--- config.mk ---
export PLATFORM = sky130hd
export DESIGN_NAME = dfs_adj_ram
export DESIGN_NICKNAME = d
export VERILOG_FILES = /design/src/hdl/dfs_adj_ram.sv
export SDC_FILE = /design/constraint.sdc
export NUM_CORES = 2
export LEC_CHECK = 0
export BUFFER_PORTS_ARGS = -buffer_cell sky130_fd_sc_hd__clkbuf_2
export CORE_UTILIZATION = 27
export CTS_CLUSTER_SIZE = 28
export DETAILED_ROUTE_END_ITERATION = 6
export PLACE_DENSITY_LB_ADDON = 0.2
export SYNTH_ARGS = -nofsm -noshare
export SYNTH_HDL_FRONTEND = slang
export SYNTH_SLANG_ARGS = --single-unit
--- constraint.sdc ---
create_clock -name aclk -period 10.8 [get_ports aclk]
set_input_delay 0 -clock aclk [delete_from_list [all_inputs] [get_ports aclk]]
set_output_delay 0 -clock aclk [all_outputs]
set_load 0.05 [all_outputs]
--- src/hdl/dfs_adj_ram.sv ---
module dfs_adj_ram #(
    parameter int ROWS = 64,
    parameter int AW   = 6
) (
    input  logic            aclk,
    input  logic            aresetn,
    input  logic            clear,
    input  logic            wr_en,
    input  logic [AW-1:0]   wr_addr,
    input  logic [ROWS-1:0] wr_data,
    input  logic            rd_en,
    input  logic [AW-1:0]   rd_addr,
    output logic [ROWS-1:0] rd_data
);

    logic [ROWS-1:0] mem [ROWS];
    logic [ROWS-1:0] row_q_reg;
    logic [ROWS-1:0] valid_reg;
    logic            row_ok_reg;

    // row valid bits stand in for clearing the array
    always_ff @(posedge aclk) begin
        if (!aresetn) begin
            valid_reg <= '0;
        end else if (clear) begin
            valid_reg <= '0;
        end else if (wr_en) begin
            valid_reg[wr_addr] <= 1'b1;
        end
    end

    always_ff @(posedge aclk) begin
        if (wr_en) begin
            mem[wr_addr] <= wr_data;
        end
        if (rd_en) begin
            row_q_reg  <= mem[rd_addr];
            row_ok_reg <= valid_reg[rd_addr];
        end
    end

    assign rd_data = row_ok_reg ? row_q_reg : '0;

endmodule
Word-level counts from Yosys, hierarchy flattened:

Memories as Yosys holds them, arrays and structs flattened. A register that Yosys moved wholly into a read port is not among the register bits.
Cells that the tools add are included.
W data, S select, Z words.

* memory bits (read-only): 0
* output and inout bits: 64
* input port bits: 81
* bits in writable memories: 4096
* memories kept: 1
* bits in latches: 0
* word-level logic and storage cells: 17
* flip-flop bits (word level): 65

Memories
* mem: words 64, bits a word 64, rd ports 1, clocked after Yosys merged registers in 1, wr ports 1, RTL line 16 `logic [ROWS-1:0] mem [ROWS];`

* magnitude comparators: 3
* reductions and logical operators: 2
* div/mod/pow operators: 0
* shift operators: 0
* equality and inequality tests: 0
* multipliers: 0
* bitwise gates (word level): 2
* mux-type cells: 7
* add/sub/neg operators: 0

Operator list (number)
* $mux W64: 1
* $or A64 B64 Y64: 1
* $lt A6 B7 Y1 const B: 2
* $bmux W1 S6: 1
* $demux W1 S6: 1
* $ge A6 B1 Y1 const B: 1
* $mux W1: 4
* $reduce_or A2 Y1: 1
* $logic_and A1 B1 Y1: 1
* $not A1 Y1: 1

Depth between registers and ports, before layout:

* depth after elaboration: 5
* gate-level depth with buffers: 10

Worst setup path after synthesis:

OpenSTA, ideal clock, no wires.

* kind: input-to-reg
* start: in wr_en
* end: mem mem[40][0], enable pin
* setup time: 0.567 ns
* arrival: 4.880 ns
* cell stages on the path: 3
* required time: 10.233 ns
* slack: 5.353 ns
* buffers on the path: 0
* cell sequence: nor2b_1 > nand3_1 > nor3_1

* cells in the longest elaborated chain, start to end: 2

RTL lines
* start: declaration: RTL line 8 `input logic wr_en,`
* $mux W1: RTL line 33 `if (wr_en) begin`
* $mux W1 (implied by the code): RTL line 34 `mem[wr_addr] <= wr_data;`
* end: declaration: RTL line 16

Every way passes these cells.

==> impl_metrics.json <==
{
  "worst-setup-path-type": "in -> reg",
  "die_width_um": 769,
  "finalMaxSlewViolations": 0,
  "rsz0062_at_grt": "false",
  "fillers": 55613,
  "drt_wl_total_um": 535000,
  "drt_iter0_drc": 9140,
  "io-pin-count": 145,
  "overflow": 0,
  "setup_tns_ns": 0,
  "first_pass_iters": 6,
  "root_buffer": "clkbuf_16",
  "power-per-cell-area_nw_per_um2": 188,
  "grt_max_degree": 120,
  "initial_core_util_pct": 27.1,
  "worst_pin_slew_ns": 1.36,
  "crit_path_frequent_cell": "buf_4",
  "worst_setup_path_start_kind": "input port",
  "design_power_total_mw": 34.7,
  "synth_cell_types": 37,
  "syn_inst": 6832,
  "die_height_um": 769,
  "drtAntennaViolNets": 0,
  "dieArea_um2": 592000,
  "skew_ns": 0.0553,
  "path_cells": "dlygate4sd3_1 -> buf_4 -> buf_4 -> nor2b_4 -> nand2_4 -> buf_4 -> o22ai_1 -> nor4_1 -> o21a_1 -> dlygate4sd3_1",
  "cp-end-kind": "register",
  "netlist_area_um2": 159000,
  "status": "complete, no violations",
  "clkTransAtPathRegs_ns": 0.06,
  "final_layout_size_suffix_gt1_share_pct": 27.9,
  "hold_viol_final": 0,
  "synth_top_area_share_pct": 78.6,
  "worst_hold_slack_ns": 0.0134,
  "arrival_ns": 5.24,
  "dp_hpwl_um": 291000,
  "route.detailed.drc": 0,
  "drv_cap": 0,
  "mostFrequentLayoutCells": "4,161 x edfxtp_1, 999 x mux4_2, 444 x clkbuf_16",
  "grt_pass1_wl_um": 721000,
  "cts_tree": "yes",
  "min_period_over_period_pct": 41.6,
  "fmax_ghz": 0.223,
  "worst_hold_path_type": "in -> reg",
  "yosysTopAreaCell": "edfxtp_1",
  "clkLatencyLatePin_ns": 1.02,
  "postCtsSetupBuffers": 0,
  "power_leakage_nw": 55.9,
  "ys_warn_count": 0,
  "final_common_cell": "edfxtp_1",
  "worstPathRequired_ns": 11.55,
  "worst-path-max-fanout": 33,
  "syn_to_final_growth_pct": 16.1,
  "cts_made_buffers": 438,
  "cpMaxStageDelayCell": "nor2b_4",
  "antenna_found_initial": 52,
  "clock_sinks": 4225,
  "cts_max_level": 5,
  "slowest_delay_ns": 0.97,
  "vias": 79193,
  "core_area_um2": 586000,
  "cts_buffer_depth": 4,
  "finalCriticalPeriod_ns": 4.49,
  "vias_per_cell": 5.11,
  "place.port_buffers": 144,
  "final_util_pct": 31.5,
  "rows": 281,
  "ys_seq_area_share_pct": 79.4,
  "yosys_register_bits": 4225,
  "routabilityCongestion": 0.762,
  "grt.total_usage_pct": 17.7,
  "setup_violations": 0,
  "wl_per_cell_um": 34.5,
  "relSlewSlack_pct": 9.30,
  "yosys-top-cells-area": "edfxtp_1 79%, mux4_2 14%, o22ai_1 1.5%, dfxtp_1 0.81%, mux2i_1 0.58%",
  "grt_pass1_vias": 80494,
  "largest_reg_flops": 4096,
  "syn_avg_cell_area_um2": 23.3,
  "nNetsFinal": 7415,
  "syn_nets": 6913,
  "ir_drop_mv": 0.142
}
==> cell families (layout without fill, tap and decap cells) <==
| group | after synthesis | in the layout | share of synthesized area (%) |
|---|---|---|---|
| flops | 4225 | 4225 | 79.4 |
| mux | 1143 | 1143 | 15.1 |
| compound gates | 749 | 749 | 3.18 |
| buf+inv | 398 | 1261 | 1.26 |
| simple gates | 317 | 317 | 1.08 |
| other cells | 0 | 16 | 0 |
==> layout make-up <==
cell class	instances	area [um^2]	share of cell area, %
clock buffers	559	11600	6.29
repair buffers	460	3510	1.90
multi-input cells	2209	31400	17.0
flip-flops and latches	4225	126000	68.4
clock inverters	242	2100	1.14
diodes	16	40.0	0.0217
well taps	7782	9740	5.27
==> through the flow <==
step | worst slack (ns) | instance area (um^2) | cells
floorplan | 5.35 | 159000 | 6832
global placement | 6.20 | 170000 | 14613
detailed placement | 6.12 | 170000 | 14613
CTS | 6.37 | 185000 | 15475
global route | 6.28 | 185000 | 15480
finish | 6.31 | 185000 | 15493
==> power breakdown <==
part	switching, mW	internal [mW]
clock	6.50	8.22
combinational	1.16	0.571
sequential	0.104	18.2
total	7.76	27.0
==> Yosys cell counts <==
library cell / number
nand2b_1: 14
nor2b_1: 41
o22a_1: 4
and2_0: 1
a21oi_1: 16
a31oi_1: 8
buf_4: 53
buf_6: 21
o22ai_1: 376
nor3_1: 8
and2_1: 66
or3_1: 2
clkbuf_1: 157
mux2i_1: 92
edfxtp_1: 4161
o21a_1: 117
nand3b_1: 1
clkbuf_2: 1
or2_2: 5
nor4_1: 57
a22oi_1: 40
nand2_1: 23
o21ai_0: 29
mux2_2: 52
dfxtp_1: 64
nor2_2: 1
nor2_1: 72
mux4_2: 999
o21ai_1: 29
buf_2: 123
nor2b_2: 1
o211a_1: 6
o221ai_1: 64
a211oi_1: 60
buf_1: 43
nand3_1: 22
nand4_1: 3
==> worst max-delay path, delay by kind of cell <==
| family | cells | cell delay [ns] |
|---|---|---|
| buffers and inverters | 5 | 2.90 |
| AOI/OAI and AO/OA | 2 | 0.45 |
| and+or+nand+nor | 3 | 1.76 |
==> routing by layer <==
| metal | vias to the layer above | GRT usage [%] | wire length [um] |
|---|---|---|---|
| li1 | 30616 | - | - |
| met1 | 45037 | 25.3 | 237000 |
| met2 | 2817 | 28.5 | 252000 |
| met3 | 709 | 2.51 | 32500 |
| met4 | 14 | 4.00 | 13000 |
| met5 | - | 0 | 104 |
==> repair_timing <==
| action | in CTS | in global routing |
|---|---|---|
| hold buffers | 61 | 1 |
| resized for setup | 0 | 0 |
| setup endpoints to repair | 0 | 0 |
| hold endpoints to repair | 2551 | 64 |
==> path summary, 6_finish.rpt <==
kind,startpoint,endpoint,slack [ns],cells past startpoint
setup / recovery,rd_addr[3],row_q_reg[4]$_DFFE_PP_,6.31,10
hold / removal,wr_data[32],mem[16][32]$_DFFE_PP_,0.01,1
setup reg to reg,mem[51][37]$_DFFE_PP_,row_q_reg[37]$_DFFE_PP_,8.43,5
hold reg to reg,valid_reg[38]$_SDFFE_PP0P_,valid_reg[38]$_SDFFE_PP0P_,0.46,1
Power figures use the tool's default switching activity.
