[src/hdl/dfs_ram.sv]
module dfs_ram #(
    parameter int WIDTH = 8,
    parameter int DEPTH = 64,
    parameter int AW    = 6
) (
    input  logic             aclk,
    input  logic             wr_en,
    input  logic [AW-1:0]    wr_addr,
    input  logic [WIDTH-1:0] wr_data,
    input  logic             rd_en,
    input  logic [AW-1:0]    rd_addr,
    output logic [WIDTH-1:0] rd_data
);

    logic [WIDTH-1:0] mem [DEPTH];
    logic [WIDTH-1:0] rd_data_reg;

    always_ff @(posedge aclk) begin
        if (wr_en) begin
            mem[wr_addr] <= wr_data;
        end
        if (rd_en) begin
            rd_data_reg <= mem[rd_addr];
        end
    end

    assign rd_data = rd_data_reg;

endmodule

[config.mk]
export PLATFORM = sky130hd
export DESIGN_NAME = dfs_ram
export DESIGN_NICKNAME = d
export VERILOG_FILES = /design/src/hdl/dfs_ram.sv
export SDC_FILE = /design/constraint.sdc
export NUM_CORES = 1
export LEC_CHECK = 0
export CAP_MARGIN = 20
export CORE_MARGIN = 4
export CORE_UTILIZATION = 63
export DETAILED_ROUTE_END_ITERATION = 10
export DONT_BUFFER_PORTS = 1
export PLACE_DENSITY = 0.79
export SYNTH_ARGS = -nofsm -noshare
export SYNTH_HDL_FRONTEND = slang
export SYNTH_SLANG_ARGS = --single-unit
[constraint.sdc]
create_clock -name aclk -period 2.72 [get_ports aclk]
set_input_delay 0.272 -clock aclk [delete_from_list [all_inputs] [get_ports aclk]]
set_output_delay 0.272 -clock aclk [all_outputs]
set_load 0.05 [all_outputs]
Word-level counts from Yosys, hierarchy flattened

Memories as Yosys holds them, arrays and structs flattened. A register that Yosys moved wholly into a read port is not among the register bits.
Cells that the tools add are included.
W data, S select, Z words.

Muxes and demuxes: 2

Operators with widths:

| kind    | number |
|---|---|
| $mux W1 | 2 |

Output and inout bits: 8
RAM bits: 512
Logic and storage cells: 3
Memories: 1
Register bits: 0

Memory list:

| name | words | bits a word | read ports | clocked after Yosys merged registers in | wr ports | line | text |
|---|---|---|---|---|---|---|---|
| mem  | 64    | 8           | 1          | 1                                       | 1        | 15   | `logic [WIDTH-1:0] mem [DEPTH];` |

Longest topological paths before layout

Gate-level depths: netlist of the first run.

Depth in word-level cells: 2
Mapped depth: 9
Gate-level depth less buffers: 5

Least setup slack after synthesis of the first run

Ideal clock, no wire load.

Kind: input -> register
Start: in rd_addr[1]
End: reg rd_data_reg[3] (netlist: rd_data[3]) (read register of mem) (data pin)
Arrival: 1.812 ns
Setup time: 0.266 ns
Slack: 0.642 ns
Required time: 2.454 ns
Stages on the path: 7
Cells stage by stage: buf_4 buf_2 buf_2 mux4_2 mux4_2 o21ai_1 o41ai_1

RTL lines:

| what            | line | text |
|---|---|---|
| start, declared | 11   | `input logic [AW-1:0] rd_addr,` |
| end, declared   | 16   | `logic [WIDTH-1:0] rd_data_reg;` |

==> results of run 1 <==
[stage by stage]
stage                     worst slack, ns   util  area (sq um)  std cells
final                               0.192  0.716         22600       1457
after global routing                0.165  0.716         22600       1457
after CTS                           0.224  0.716         22600       1457
after detailed placement            0.422  0.661         20900       1356
after global placement              0.438  0.661         20900       1356
after floorplan                     0.642      -         20200        940
[report_power, final]
part | total, mW | switching (mW) | internal [mW]
Combinational | 0.636 | 0.329 | 0.307
Sequential | 8.95 | 0.0627 | 8.88
Clock | 6.26 | 2.76 | 3.50
[logic make-up after synthesis]
group	Yosys count
AOI/OAI and AO/OA	54
muxes	162
buffers and inverters	51
and+or+nand+nor	153
DFF	520
[final cells by class]
cell class	instances	area, sq um	area share
repair buffers	78	758	0.0335
flip-flops and latches	520	15600	0.690
clock buffers	61	1270	0.0561
well taps	402	503	0.0222
multi-input cells	369	4320	0.191
clock inverters	27	181	0.00801
[cell usage in the layout, fill, tap and decap left out, types with 4 or more instances in the layout]
master	netlist	layout
sky130_fd_sc_hd__edfxtp_1	520	520
sky130_fd_sc_hd__mux4_2	126	126
sky130_fd_sc_hd__nor2_1	83	83
sky130_fd_sc_hd__buf_4	13	65
sky130_fd_sc_hd__clkbuf_16	0	49
sky130_fd_sc_hd__mux2i_1	23	23
sky130_fd_sc_hd__nand2_1	19	19
sky130_fd_sc_hd__nor2b_1	14	14
sky130_fd_sc_hd__mux2_2	13	13
sky130_fd_sc_hd__nand3_1	13	13
sky130_fd_sc_hd__clkbuf_1	17	12
sky130_fd_sc_hd__clkinv_1	0	12
sky130_fd_sc_hd__clkinv_2	0	10
sky130_fd_sc_hd__o221ai_1	8	8
sky130_fd_sc_hd__o22ai_1	8	8
sky130_fd_sc_hd__buf_16	0	8
sky130_fd_sc_hd__nand2b_1	7	7
sky130_fd_sc_hd__nor3_1	7	7
sky130_fd_sc_hd__a221oi_1	6	6
sky130_fd_sc_hd__dlygate4sd3_1	0	5
sky130_fd_sc_hd__a211oi_1	4	4
[timing repair]
| item | in CTS | in global routing |
|---|---|---|
| hold endpoints to repair | 525 | 0 |
| gates resized for setup | 0 | 0 |
| hold buffers | 13 | 0 |
[how the worst max path moves through the flow]
stage | endpoint | startpoint | cells past startpoint | slack, ns
after floorplan | rd_data[3]$_DFFE_PP_ | rd_addr[1] | 7 | 0.64
after global placement | rd_data[4]$_DFFE_PP_ | rd_addr[0] | 5 | 0.44
after detailed placement | rd_data[6]$_DFFE_PP_ | mem[29][6]$_DFFE_PP_ | 5 | 0.42
after CTS | rd_data[5]$_DFFE_PP_ | mem[55][5]$_DFFE_PP_ | 5 | 0.22
after global routing | rd_data[5]$_DFFE_PP_ | mem[55][5]$_DFFE_PP_ | 5 | 0.16
final | rd_data[5]$_DFFE_PP_ | mem[55][5]$_DFFE_PP_ | 5 | 0.19
[synth_stat cells (all sizes together)]
cell     count
o221a        2
mux2i       23
o2bb2ai      3
o21a         2
edfxtp     520
o32ai        2
o22ai        8
buf         34
clkbuf      17
o311ai       1
nand4        2
nand3b       3
nand2b       7
a211oi       4
o221ai       8
mux4       126
o2111ai      3
a221oi       6
nor2        83
a22oi        3
and2         1
nand3       13
nor4         2
a2111oi      2
nor2b       14
nor3         7
mux2        13
o21ai        4
or3          1
a21oi        3
nand4b       1
a31oi        1
nand2       19
o41ai        2
[routing by layer]
layer	GRT usage	vias up	part of all wire
met5	0	-	0
met4	0.0887	0	0.038
met3	0.0502	109	0.099
met2	0.402	656	0.49
met1	0.374	5217	0.37
li1	-	4073	-
==> summary.txt, run 1 <==
Run status
  – Run status: finished clean

Route
  – Via/cell ratio: 6.90
  – DR DRC count: 0
  – Starting DRT DRC Count: 1573
  – ANT nets after route: 0
  – Detailed Routing Iterations Pass 1: 5
  – Routed wire length: about 44000 um
  – Vias after detailed routing: 10055
  – Average wire per cell in the routed design: 30.3 um

Pwr
  – Leak Pwr: around 7.2 nW
  – VDD IR-drop max: 418 uV
  – Total power: 15.8 mW
  – Pwr dens: 700 nW/um^2

Global routing
  – Global-route congestion overflow total: 0
  – Vias in the first global route: 10229
  – Global-route wire length before repair: approximately 67000 um
  – GRT Util Overall: 0.257
  – Number of antenna violations at the first check in global routing: 0
  – Pin count of the biggest net entering global routing: ~140

Place
  – Post-detail-place hpwl: 24300 um
  – Global placement routability congestion: approximately 0.84
  – Number of I/O port buffers: 0

Final layout
  – Layout Area Growth over Synthesis: 11.8%
  – NumNets Final: 1040
  – Ant diodes: 0
  – Max reg flops: just over 500
  – Share of final-layout standard cells stronger than drive strength 1: 0.264
  – Total of fill cells in the finished design: 1721

Setup path
  – Number of cell instances on the worst register-to-register path: 5
  – Worst reg2reg path endpoint: rd_data[5]$_DFFE_PP_
  – Most frequent cell on the critical path: sky130_fd_sc_hd__mux4_2
  – Crit path largest cell delay: 0.55 ns
  – Buffers and inverters on the worst path: 1
  – Reg-to-reg slack, setup: a little under 0.2 ns
  – Kind of capture point of the worst setup path: register
  – List of cells traversed by the critical path: mux4_2 > mux4_2 > o21ai_1 > o41ai_1 > dlygate4sd3_1
  – Arrival time worst endpoint: 2.83 ns
  – R2r startpoint: mem[55][5]$_DFFE_PP_
  – Highest fanout seen on the critical path: 1
  – Critical Path Slowest Stage Cell: sky130_fd_sc_hd__dlygate4sd3_1
  – Startpoint class of the critical path: register
  – CP required: 3.02 ns
  – Category of the most critical setup path: reg2reg
  – Crit-path leading delay family: multiplexers

Timing
  – Pin slew with the least headroom to its limit: 0.767 ns
  – Unrepaired setup endpoints after global routing: no
  – Number of hold violations in the final report: 0
  – Final setup viols: 0
  – Post-route clock skew: approximately 0.0085 ns
  – Maximum achievable frequency: roughly 400 MHz
  – Fin crit period: 2.53 ns
  – Total count of max-transition violations in the final report: 0
  – Setup TNS Final: 0 ns
  – Worst max-slew margin expressed relative to the limit: 0.487
  – Post-route fraction of the period consumed by the critical path: 0.929
  – Worst hold margin: 0.0445 ns

Worst hold path
  – Class of the tightest hold or removal check: in2reg
  – Min-delay src: rd_addr[4]
  – Worst hold endpoint: rd_data[1]$_DFFE_PP_
  – Cell depth of the worst hold path: 2

Logic synthesis
  – Distinct cell type count of the synthesized netlist: 39
  – Fraction of the mapped netlist area in simple logic gates: 0.0337
  – Area contributors post-synth: sky130_fd_sc_hd__edfxtp_1 77%, sky130_fd_sc_hd__mux4_2 14%, sky130_fd_sc_hd__nor2_1 1.5%, sky130_fd_sc_hd__mux2i_1 1.1%, sky130_fd_sc_hd__mux2_2 0.72%
  – Yosys warnings: 0
  – Netlist Area Pre-Place: around 20000 sq um
  – Number of instances in the synthesized netlist: 940
  – Area leader, netlist: sky130_fd_sc_hd__edfxtp_1
  – Sequential cell area fraction in the yosys report: 0.771
  – Total of flip-flops plus latches after synthesis: 520
  – Complex-gate fraction of the synthesized area: 0.0206
  – Post-Synth XOR/XNOR Area: 0
  – Share of Yosys cell area claimed by the top area cell type: 0.771
  – Share of cell area taken by muxes after synthesis: 0.159
  – Synthesized netlist net count: 963
  – Main combinational cell family by area after synthesis: multiplexers
  – Adder and majority cell fraction of the synthesized area: 0
  – Synthesized area divided by synthesized cell count: 21.5 sq um

Flow run
  – Max-Cap Viols: 0

CTS
  – Total number of H-tree levels: 2
  – Cell at the root of the clock tree: sky130_fd_sc_hd__clkbuf_16
  – Setup Fix Bufs, Post-CTS: 0
  – Number of buffers created by CTS: 48
  – Source-to-sink clock delay at the later pin of the worst-skew pair: 0.55 ns
  – Worst-case clock buffer depth: 3
  – TritonCTS clock tree: built
  – CTS Sinks: 520
  – Post-CTS clock slew at the launch and capture registers of the worst setup and hold paths: ~0.070 ns

Floorplanning
  – Row cnt: 65
  – Num ports: 31
  – Core Box Area: 31600 sq um
  – Horizontal extent of the die: ~190 um
  – Die Y-Extent: 187 um
  – Initial standard-cell utilization of the core: 0.640
  – Full die area: 35100 sq um
Note: power is estimated with default switching activity, not from simulation.
==> run 2: changes to the inputs <==
--- a/config.mk
+++ b/config.mk
@@ -7,10 +7,10 @@
 export LEC_CHECK = 0
 export CAP_MARGIN = 20
 export CORE_MARGIN = 4
-export CORE_UTILIZATION = 63
+export CORE_UTILIZATION = 60
 export DETAILED_ROUTE_END_ITERATION = 10
 export DONT_BUFFER_PORTS = 1
-export PLACE_DENSITY = 0.79
+export PLACE_DENSITY = 0.76
 export SYNTH_ARGS = -nofsm -noshare
 export SYNTH_HDL_FRONTEND = slang
 export SYNTH_SLANG_ARGS = --single-unit
==> run 2 against run 1 <==
Net effect:
- total power grew 1.3%
- register-to-register slack improved by 0.05 ns
- largest cell class unchanged
- via count decreased by 3.1%
- cell count rose by 3.4%
- critical path depth unchanged
==> summary.txt, run 2 (synthesized netlist as in run 1, its figures left out) <==
Run status
  – Run status: finished clean

Floorplanning
  – Full die area: 36700 sq um (+4.8%)
  – Core Box Area: 33400 sq um (+5.7%)
  – Num ports: 31 (unchanged)
  – Die Y-Extent: 192 um (+2.4%)
  – Horizontal extent of the die: 192 um (+2.4%)
  – Initial standard-cell utilization of the core: 0.605 (-0.0347)
  – Row cnt: 67 (+3.1%)

Pwr
  – VDD IR-drop max: 473 uV (+13%)
  – Pwr dens: 704 nW/um^2 (+0.68%)
  – Combinational share of power: 0.039 (about the same)
  – Pint: 12.9 mW (+1.7%)
  – Switching component of the power: 3.15 mW (-0.17%)
  – Clk pwr share: 0.404 (+0.009)
  – Leak Pwr: 7.19 nW (+0.49%)
  – Switching part of the total power: 0.196 (-0.00294)
  – Part of the total power dissipated in sequential elements: 0.558 (-0.007)

Place
  – Setup WS pre-CTS: 0.364 ns (-0.0581 ns)
  – Number of I/O port buffers: 0 (unchanged)
  – Global placement routability congestion: 0.789 (-6.6%)
  – Post-detail-place hpwl: 23900 um (-1.6%)

Global routing
  – GR peak layer: met2
  – Global-route congestion overflow total: 0 (unchanged)
  – Met3 track demand over resource in global routing: 0.0574 (+0.00723)
  – Global routing usage on met1: 0.352 (-0.0225)
  – Vias in the first global route: 9922 (-3.0%)
  – GRT met2 Usage: 0.369 (-0.0335)
  – GRT Util Overall: 0.240 (-0.0172)
  – Pin count of the biggest net entering global routing: 138 (unchanged)
  – Number of antenna violations at the first check in global routing: 0 (unchanged)
  – Global-route wire length before repair: 64500 um (-3.7%)

Route
  – Average wire per cell in the routed design: 28.0 um (-7.4%)
  – ANT nets after route: 0 (unchanged)
  – Vias after detailed routing: 9741 (-3.1%)
  – Via/cell ratio: 6.46 (-6.3%)
  – Detailed Routing Iterations Pass 1: 7 (+2)
  – Routed wire length: 42300 um (-4.2%)
  – DR DRC count: 0 (unchanged)
  – Starting DRT DRC Count: 1270 (-19%)

Setup path
  – Critical Path Slowest Stage Cell: sky130_fd_sc_hd__dlygate4sd3_1
  – Arrival time worst endpoint: 2.79 ns (-0.04 ns)
  – Most frequent cell on the critical path: sky130_fd_sc_hd__mux4_2
  – R2r startpoint: mem[35][3]$_DFFE_PP_
  – Reg-to-reg slack, setup: 0.24 ns (+0.05 ns)
  – CP required: 3.03 ns (about the same)
  – Kind of capture point of the worst setup path: register
  – Highest fanout seen on the critical path: 1 (unchanged)
  – Category of the most critical setup path: reg2reg
  – Number of cell instances on the worst register-to-register path: 5 (unchanged)
  – Crit path largest cell delay: 0.57 ns (+0.02 ns)
  – Startpoint class of the critical path: register
  – List of cells traversed by the critical path: mux4_2 > mux4_2 > o21ai_1 > o41ai_1 > dlygate4sd3_1
  – Worst reg2reg path endpoint: rd_data[3]$_DFFE_PP_

Final layout
  – Most frequent standard cell in the layout excluding fill and tap cells: sky130_fd_sc_hd__edfxtp_1
  – Max reg flops: 512 (unchanged)
  – Commonest cells after routing, fill and taps aside: 520 x sky130_fd_sc_hd__edfxtp_1, 126 x sky130_fd_sc_hd__mux4_2, 83 x sky130_fd_sc_hd__nor2_1, 67 x sky130_fd_sc_hd__buf_4, 51 x sky130_fd_sc_hd__clkbuf_16
  – NumNets Final: 1043 (+0.29%)
  – Layout Area Growth over Synthesis: 12.6%
  – Share of final-layout standard cells stronger than drive strength 1: 0.265 (+0.00114)

CTS
  – CTS Sinks: 520 (unchanged)
  – Cell at the root of the clock tree: sky130_fd_sc_hd__clkbuf_16
  – Worst-case clock buffer depth: 3 (unchanged)
  – Source-to-sink clock delay at the later pin of the worst-skew pair: 0.57 ns (+0.02 ns)
  – Post-CTS clock slew at the launch and capture registers of the worst setup and hold paths: 0.06 ns (about the same)
  – Setup Fix Bufs, Post-CTS: 0 (unchanged)
  – TritonCTS clock tree: built
  – Number of buffers created by CTS: 49 (+2.1%)
  – Total number of H-tree levels: 2 (unchanged)

Worst hold path
  – Cell depth of the worst hold path: 2 (unchanged)
  – Class of the tightest hold or removal check: in2reg
  – Worst hold endpoint: rd_data[2]$_DFFE_PP_
  – Min-delay src: rd_addr[5]

Timing
  – Maximum achievable frequency: 403 MHz (+1.9%)
  – Post-route clock skew: 0.0183 ns (+0.00977 ns)
  – Unrepaired setup endpoints after global routing: no
  – Number of hold violations in the final report: 0 (unchanged)
  – Worst max-slew margin expressed relative to the limit: 0.471 (-0.0157)
  – Final setup viols: 0 (unchanged)
  – Setup TNS Final: 0 ns (unchanged)
  – Total count of max-transition violations in the final report: 0 (unchanged)
  – Pin slew with the least headroom to its limit: 0.790 ns (+0.0235 ns)
  – Fin crit period: 2.48 ns (-0.0483 ns)
  – Least setup slack across all paths after layout: 0.241 ns (+0.0483 ns)
  – Post-route fraction of the period consumed by the critical path: 0.912 (-0.0178)

Flow run
  – Max-Cap Viols: 0 (unchanged)
run 2: changes by cell type in the layout (fill, tap and decap cells not counted), moves of 2 or more:
cell                        before  now
sky130_fd_sc_hd__inv_6           3    1
sky130_fd_sc_hd__clkbuf_1       12   14
sky130_fd_sc_hd__buf_4          65   67
sky130_fd_sc_hd__clkinv_2       10    6
sky130_fd_sc_hd__clkinv_4        0    2
sky130_fd_sc_hd__clkbuf_16      49   51
run 2: critical path: cells and delay by family (launching register included):
family	cells	cell delay [ns]
flip-flops	1	0.39
buffers and inverters	1	0.57
multiplexers	2	1.00
AO/OA/AOI/OAI	2	0.27
run 2: power by group through the flow:
stage	clock network, mW	registers (mW)	logic, mW
after floorplan	0	9.11	0.473
after global placement	0	9.12	0.447
after detailed placement	0	9.12	0.453
after CTS	6.57	8.95	0.625
after global routing	6.96	8.95	0.662
final	6.48	8.95	0.623
run 2: layout make-up:
cell class | instances | area, sq um
antenna | 1 | 2.50
clock buffer | 65 | 1330
clock inverter | 24 | 195
fill | 1985 | 10700
multi-input combinational | 369 | 4320
sequential | 520 | 15600
tap | 448 | 561
timing repair buffer | 80 | 773
run 2: per-stage QoR:
stage          hold slack (ns)  cells  instance area (sq um)  power [mW]   util
2_1_floorplan            0.371    940                  20200        9.58      -
3_3_place_gp             0.377   1404                  21000        9.56  0.628
3_5_place_dp             0.377   1404                  21000        9.57  0.628
4_1_cts                0.00348   1506                  22800        16.1  0.681
5_1_grt                 0.0238   1506                  22800        16.6  0.681
6_report                0.0158   1507                  22800        16.1  0.681
run 2: worst max path at each step:
stage / from / to / slack (ns) / cells after the start
finish: mem[35][3]$_DFFE_PP_ / rd_data[3]$_DFFE_PP_ / 0.24 / 5
global route: mem[3][3]$_DFFE_PP_ / rd_data[3]$_DFFE_PP_ / 0.13 / 5
CTS: mem[35][3]$_DFFE_PP_ / rd_data[3]$_DFFE_PP_ / 0.21 / 5
detailed placement: mem[28][6]$_DFFE_PP_ / rd_data[6]$_DFFE_PP_ / 0.36 / 5
global placement: mem[47][2]$_DFFE_PP_ / rd_data[2]$_DFFE_PP_ / 0.43 / 4
floorplan: rd_addr[1] / rd_data[3]$_DFFE_PP_ / 0.64 / 7
run 2: per-layer routing:
| layer | wire (um) | vias to the layer above |
|---|---|---|
| met5 | 0 | - |
| met4 | 1270 | 0 |
| met3 | 4300 | 83 |
| met2 | 20400 | 530 |
| met1 | 16300 | 5034 |
| li1 | - | 4094 |
run 2: repair_timing:
item / in CTS / in global routing
gates resized for setup: 0 / 0
endpoints found under the hold margin: 526 / 0
hold buffers: 13 / 0
==> run 3: changes to the inputs <==
--- a/config.mk
+++ b/config.mk
@@ -11,6 +11,9 @@
 export DETAILED_ROUTE_END_ITERATION = 10
 export DONT_BUFFER_PORTS = 1
 export PLACE_DENSITY = 0.76
+export REMOVE_ABC_BUFFERS = 1
+export SLEW_MARGIN = 20
 export SYNTH_ARGS = -nofsm -noshare
 export SYNTH_HDL_FRONTEND = slang
 export SYNTH_SLANG_ARGS = --single-unit
+export TNS_END_PERCENT = 30
==> run 3 against run 2 <==
Net effect:
- routed wire length is 4.4% higher
- clock skew is 0.0023 ns lower
- global-route usage is 0.82 points higher
- setup slack better by 0.11 ns
- via count is 0.95% higher
- total power is 1.1% lower
- cell count is 0.53% lower
==> summary.txt, run 3 (synthesized netlist as in run 1, its figures left out) <==
CTS
  – Setup Fix Bufs, Post-CTS: 0 (unchanged)
  – Number of buffers created by CTS: 48 (-2.0%)
  – Source-to-sink clock delay at the later pin of the worst-skew pair: 0.55 ns (-0.02 ns)
  – Cell at the root of the clock tree: sky130_fd_sc_hd__clkbuf_16
  – Total number of H-tree levels: 2 (unchanged)
  – CTS resizes: 0 (unchanged)
  – CTS Sinks: 520 (unchanged)
  – Post-CTS clock slew at the launch and capture registers of the worst setup and hold paths: 0.06 ns (about the same)
  – TritonCTS clock tree: built
  – Worst-case clock buffer depth: 3 (unchanged)

Timing
  – Final setup viols: 0 (unchanged)
  – Fin crit period: 2.37 ns (-0.112 ns)
  – Total count of max-transition violations in the final report: 0 (unchanged)
  – Pin slew with the least headroom to its limit: 0.854 ns (+0.0634 ns)
  – Worst max-slew margin expressed relative to the limit: 0.429 (-0.0424)
  – Unrepaired setup endpoints after global routing: no
  – Number of hold violations in the final report: 0 (unchanged)
  – Post-route fraction of the period consumed by the critical path: 0.871 (-0.0410)
  – Setup TNS Final: 0 ns (unchanged)
  – Worst hold margin: 0.0277 ns (+0.0119 ns)
  – Maximum achievable frequency: 422 MHz (+4.7%)
  – Post-route clock skew: 0.0160 ns (-0.00233 ns)

Global routing
  – Global-route congestion overflow total: 0 (unchanged)
  – Vias in the first global route: 9941 (+0.19%)
  – Number of antenna violations at the first check in global routing: 0 (unchanged)
  – Global-route wire length before repair: 66400 um (+2.9%)
  – Pin count of the biggest net entering global routing: 138 (unchanged)
  – GRT Util Overall: 0.248 (+0.00823)

Pwr
  – Pwr dens: 699 nW/um^2 (-0.75%)
  – Leak Pwr: 7.15 nW (-0.52%)
  – Part of the total power dissipated in sequential elements: 0.564 (+0.006)
  – Combinational share of power: 0.040 (about the same)
  – Total power: 15.9 mW (-1.1%)
  – Clk pwr share: 0.396 (-0.008)
  – Switching component of the power: 3.12 mW (-0.93%)
  – VDD IR-drop max: 423 uV (-11%)
  – Pint: 12.8 mW (-1.2%)
  – Switching part of the total power: 0.196 (+0.000407)

Worst hold path
  – Min-delay src: rd_addr[3]
  – Worst hold endpoint: rd_data[7]$_DFFE_PP_
  – Cell depth of the worst hold path: 2 (unchanged)
  – Class of the tightest hold or removal check: in2reg

Setup path
  – Highest fanout seen on the critical path: 1 (unchanged)
  – Startpoint class of the critical path: register
  – Number of cell instances on the worst register-to-register path: 5 (unchanged)
  – Crit path largest cell delay: 0.50 ns (-0.07 ns)
  – Crit-path leading delay family: multiplexers
  – R2r startpoint: mem[29][4]$_DFFE_PP_
  – Category of the most critical setup path: reg2reg
  – List of cells traversed by the critical path: mux4_2 > mux2_2 > o221a_2 > nor3_1 > o32ai_1
  – Reg-to-reg slack, setup: 0.35 ns (+0.11 ns)
  – Arrival time worst endpoint: 2.63 ns (-0.16 ns)
  – Buffers and inverters on the worst path: 0 (-1)
  – Worst reg2reg path endpoint: rd_data[4]$_DFFE_PP_
  – Critical Path Slowest Stage Cell: sky130_fd_sc_hd__mux4_2
  – Kind of capture point of the worst setup path: register
  – CP required: 2.98 ns (-0.05 ns)

Route
  – Starting DRT DRC Count: 1340 (+5.5%)
  – Total met3 wirelength after detailed routing: 3610 um (-16%)
  – ANT nets after route: 0 (unchanged)
  – Vias after detailed routing: 9834 (+0.95%)
  – Wl on met1: 16900 um (+3.6%)
  – Routed wire length: 44100 um (+4.4%)
  – Met2 routed wirelength: 22400 um (+9.9%)
  – Via/cell ratio: 6.56 (+1.5%)
  – Uppermost layer routed: met4
  – DR DRC count: 0 (unchanged)
  – Average wire per cell in the routed design: 29.4 um (+4.9%)
  – Detailed Routing Iterations Pass 1: 5 (-2)

Place
  – Global placement routability congestion: 0.834 (+5.6%)
  – Post-detail-place hpwl: 24400 um (+1.8%)
  – Cell Area, Placed: 21000 sq um (about the same)
  – Number of I/O port buffers: 0 (unchanged)

Final layout
  – Final standard cell utilization of the core: 0.679 (-0.00262)
  – Commonest cells after routing, fill and taps aside: 520 x sky130_fd_sc_hd__edfxtp_1, 126 x sky130_fd_sc_hd__mux4_2, 83 x sky130_fd_sc_hd__nor2_1, 68 x sky130_fd_sc_hd__buf_4, 49 x sky130_fd_sc_hd__clkbuf_16
  – Most frequent standard cell in the layout excluding fill and tap cells: sky130_fd_sc_hd__edfxtp_1
  – NumNets Final: 1041 (-0.19%)
  – Layout Area Growth over Synthesis: 12.1%
  – Share of final-layout standard cells stronger than drive strength 1: 0.265 (+0.000811)
  – Max reg flops: 512 (unchanged)
  – Final std cell area, no fill: 22700 sq um (-0.38%)
  – Ant diodes: 0 (-1)

Flow run
  – Max-Cap Viols: 0 (unchanged)

Floorplanning
  – Num ports: 31 (unchanged)
  – Initial standard-cell utilization of the core: 0.605 (unchanged)
  – Full die area: 36700 sq um (unchanged)
  – Horizontal extent of the die: 192 um (unchanged)
  – Die Y-Extent: 192 um (unchanged)
  – Row cnt: 67 (unchanged)
  – Core Box Area: 33400 sq um (unchanged)

Run status
  – Run status: finished clean
==> run 3: cell types whose count changed in the layout (fill, tap and decap cells not counted), sizes merged <==
cell / delta
clkbuf: -7
dlygate4sd3: -2
buf: +1
clkinv: +1
diode: -1
==> run 3: final cells by class <==
class                           count  area (sq um)
Tap cell                          448           561
Multi-Input combinational cell    369          4320
Timing Repair Buffer               79           761
Clock inverter                     25           191
Sequential cell                   520         15600
Fill cell                        1987         10700
Clock buffer                       58          1260
==> run 3: worst max path at each step <==
| stage | start | endpoint | cells past startpoint |
|---|---|---|---|
| after floorplan | mem[29][4]$_DFFE_PP_ | rd_data[4]$_DFFE_PP_ | 5 |
| after global placement | rd_addr[0] | rd_data[4]$_DFFE_PP_ | 5 |
| after detailed placement | mem[29][4]$_DFFE_PP_ | rd_data[4]$_DFFE_PP_ | 5 |
| after CTS | mem[29][4]$_DFFE_PP_ | rd_data[4]$_DFFE_PP_ | 5 |
| after global routing | mem[29][4]$_DFFE_PP_ | rd_data[4]$_DFFE_PP_ | 5 |
| final | mem[29][4]$_DFFE_PP_ | rd_data[4]$_DFFE_PP_ | 5 |
==> run 3: through the flow <==
step	setup slack, ns	instances
floorplan	0.897	889
global placement	0.484	1405
detailed placement	0.463	1405
CTS	0.401	1499
global route	0.309	1499
finish	0.352	1499
==> run 3: what timing repair did <==
action | 4_1_cts | 5_1_grt
hold buffers | 11 | 0
endpoints found under the hold margin | 523 | 0
setup endpoints to repair | 0 | 0
==> run 3: worst register-to-register path, delay by kind of cell (launching register included) <==
family             cells  cell delay [ns]
AOI/OAI and AO/OA      2             0.51
muxes                  2             0.79
and+or+nand+nor        1             0.40
DFF                    1             0.38
==> run 3: layer usage <==
| metal | track usage | vias up |
|---|---|---|
| li1 | - | 4077 |
| met5 | 0 | - |
| met4 | 0.0713 | 0 |
| met2 | 0.397 | 538 |
| met3 | 0.0393 | 74 |
| met1 | 0.365 | 5145 |
==> run 3: power by group through the flow <==
stage / Combinational, mW / Sequential (mW) / Clock (mW)
2_1_floorplan: 0.344 / 9.11 / 0
3_3_place_gp: 0.451 / 9.11 / 0
3_5_place_dp: 0.459 / 9.12 / 0
4_1_cts: 0.631 / 8.95 / 6.35
5_1_grt: 0.664 / 8.94 / 6.72
6_report: 0.632 / 8.95 / 6.29
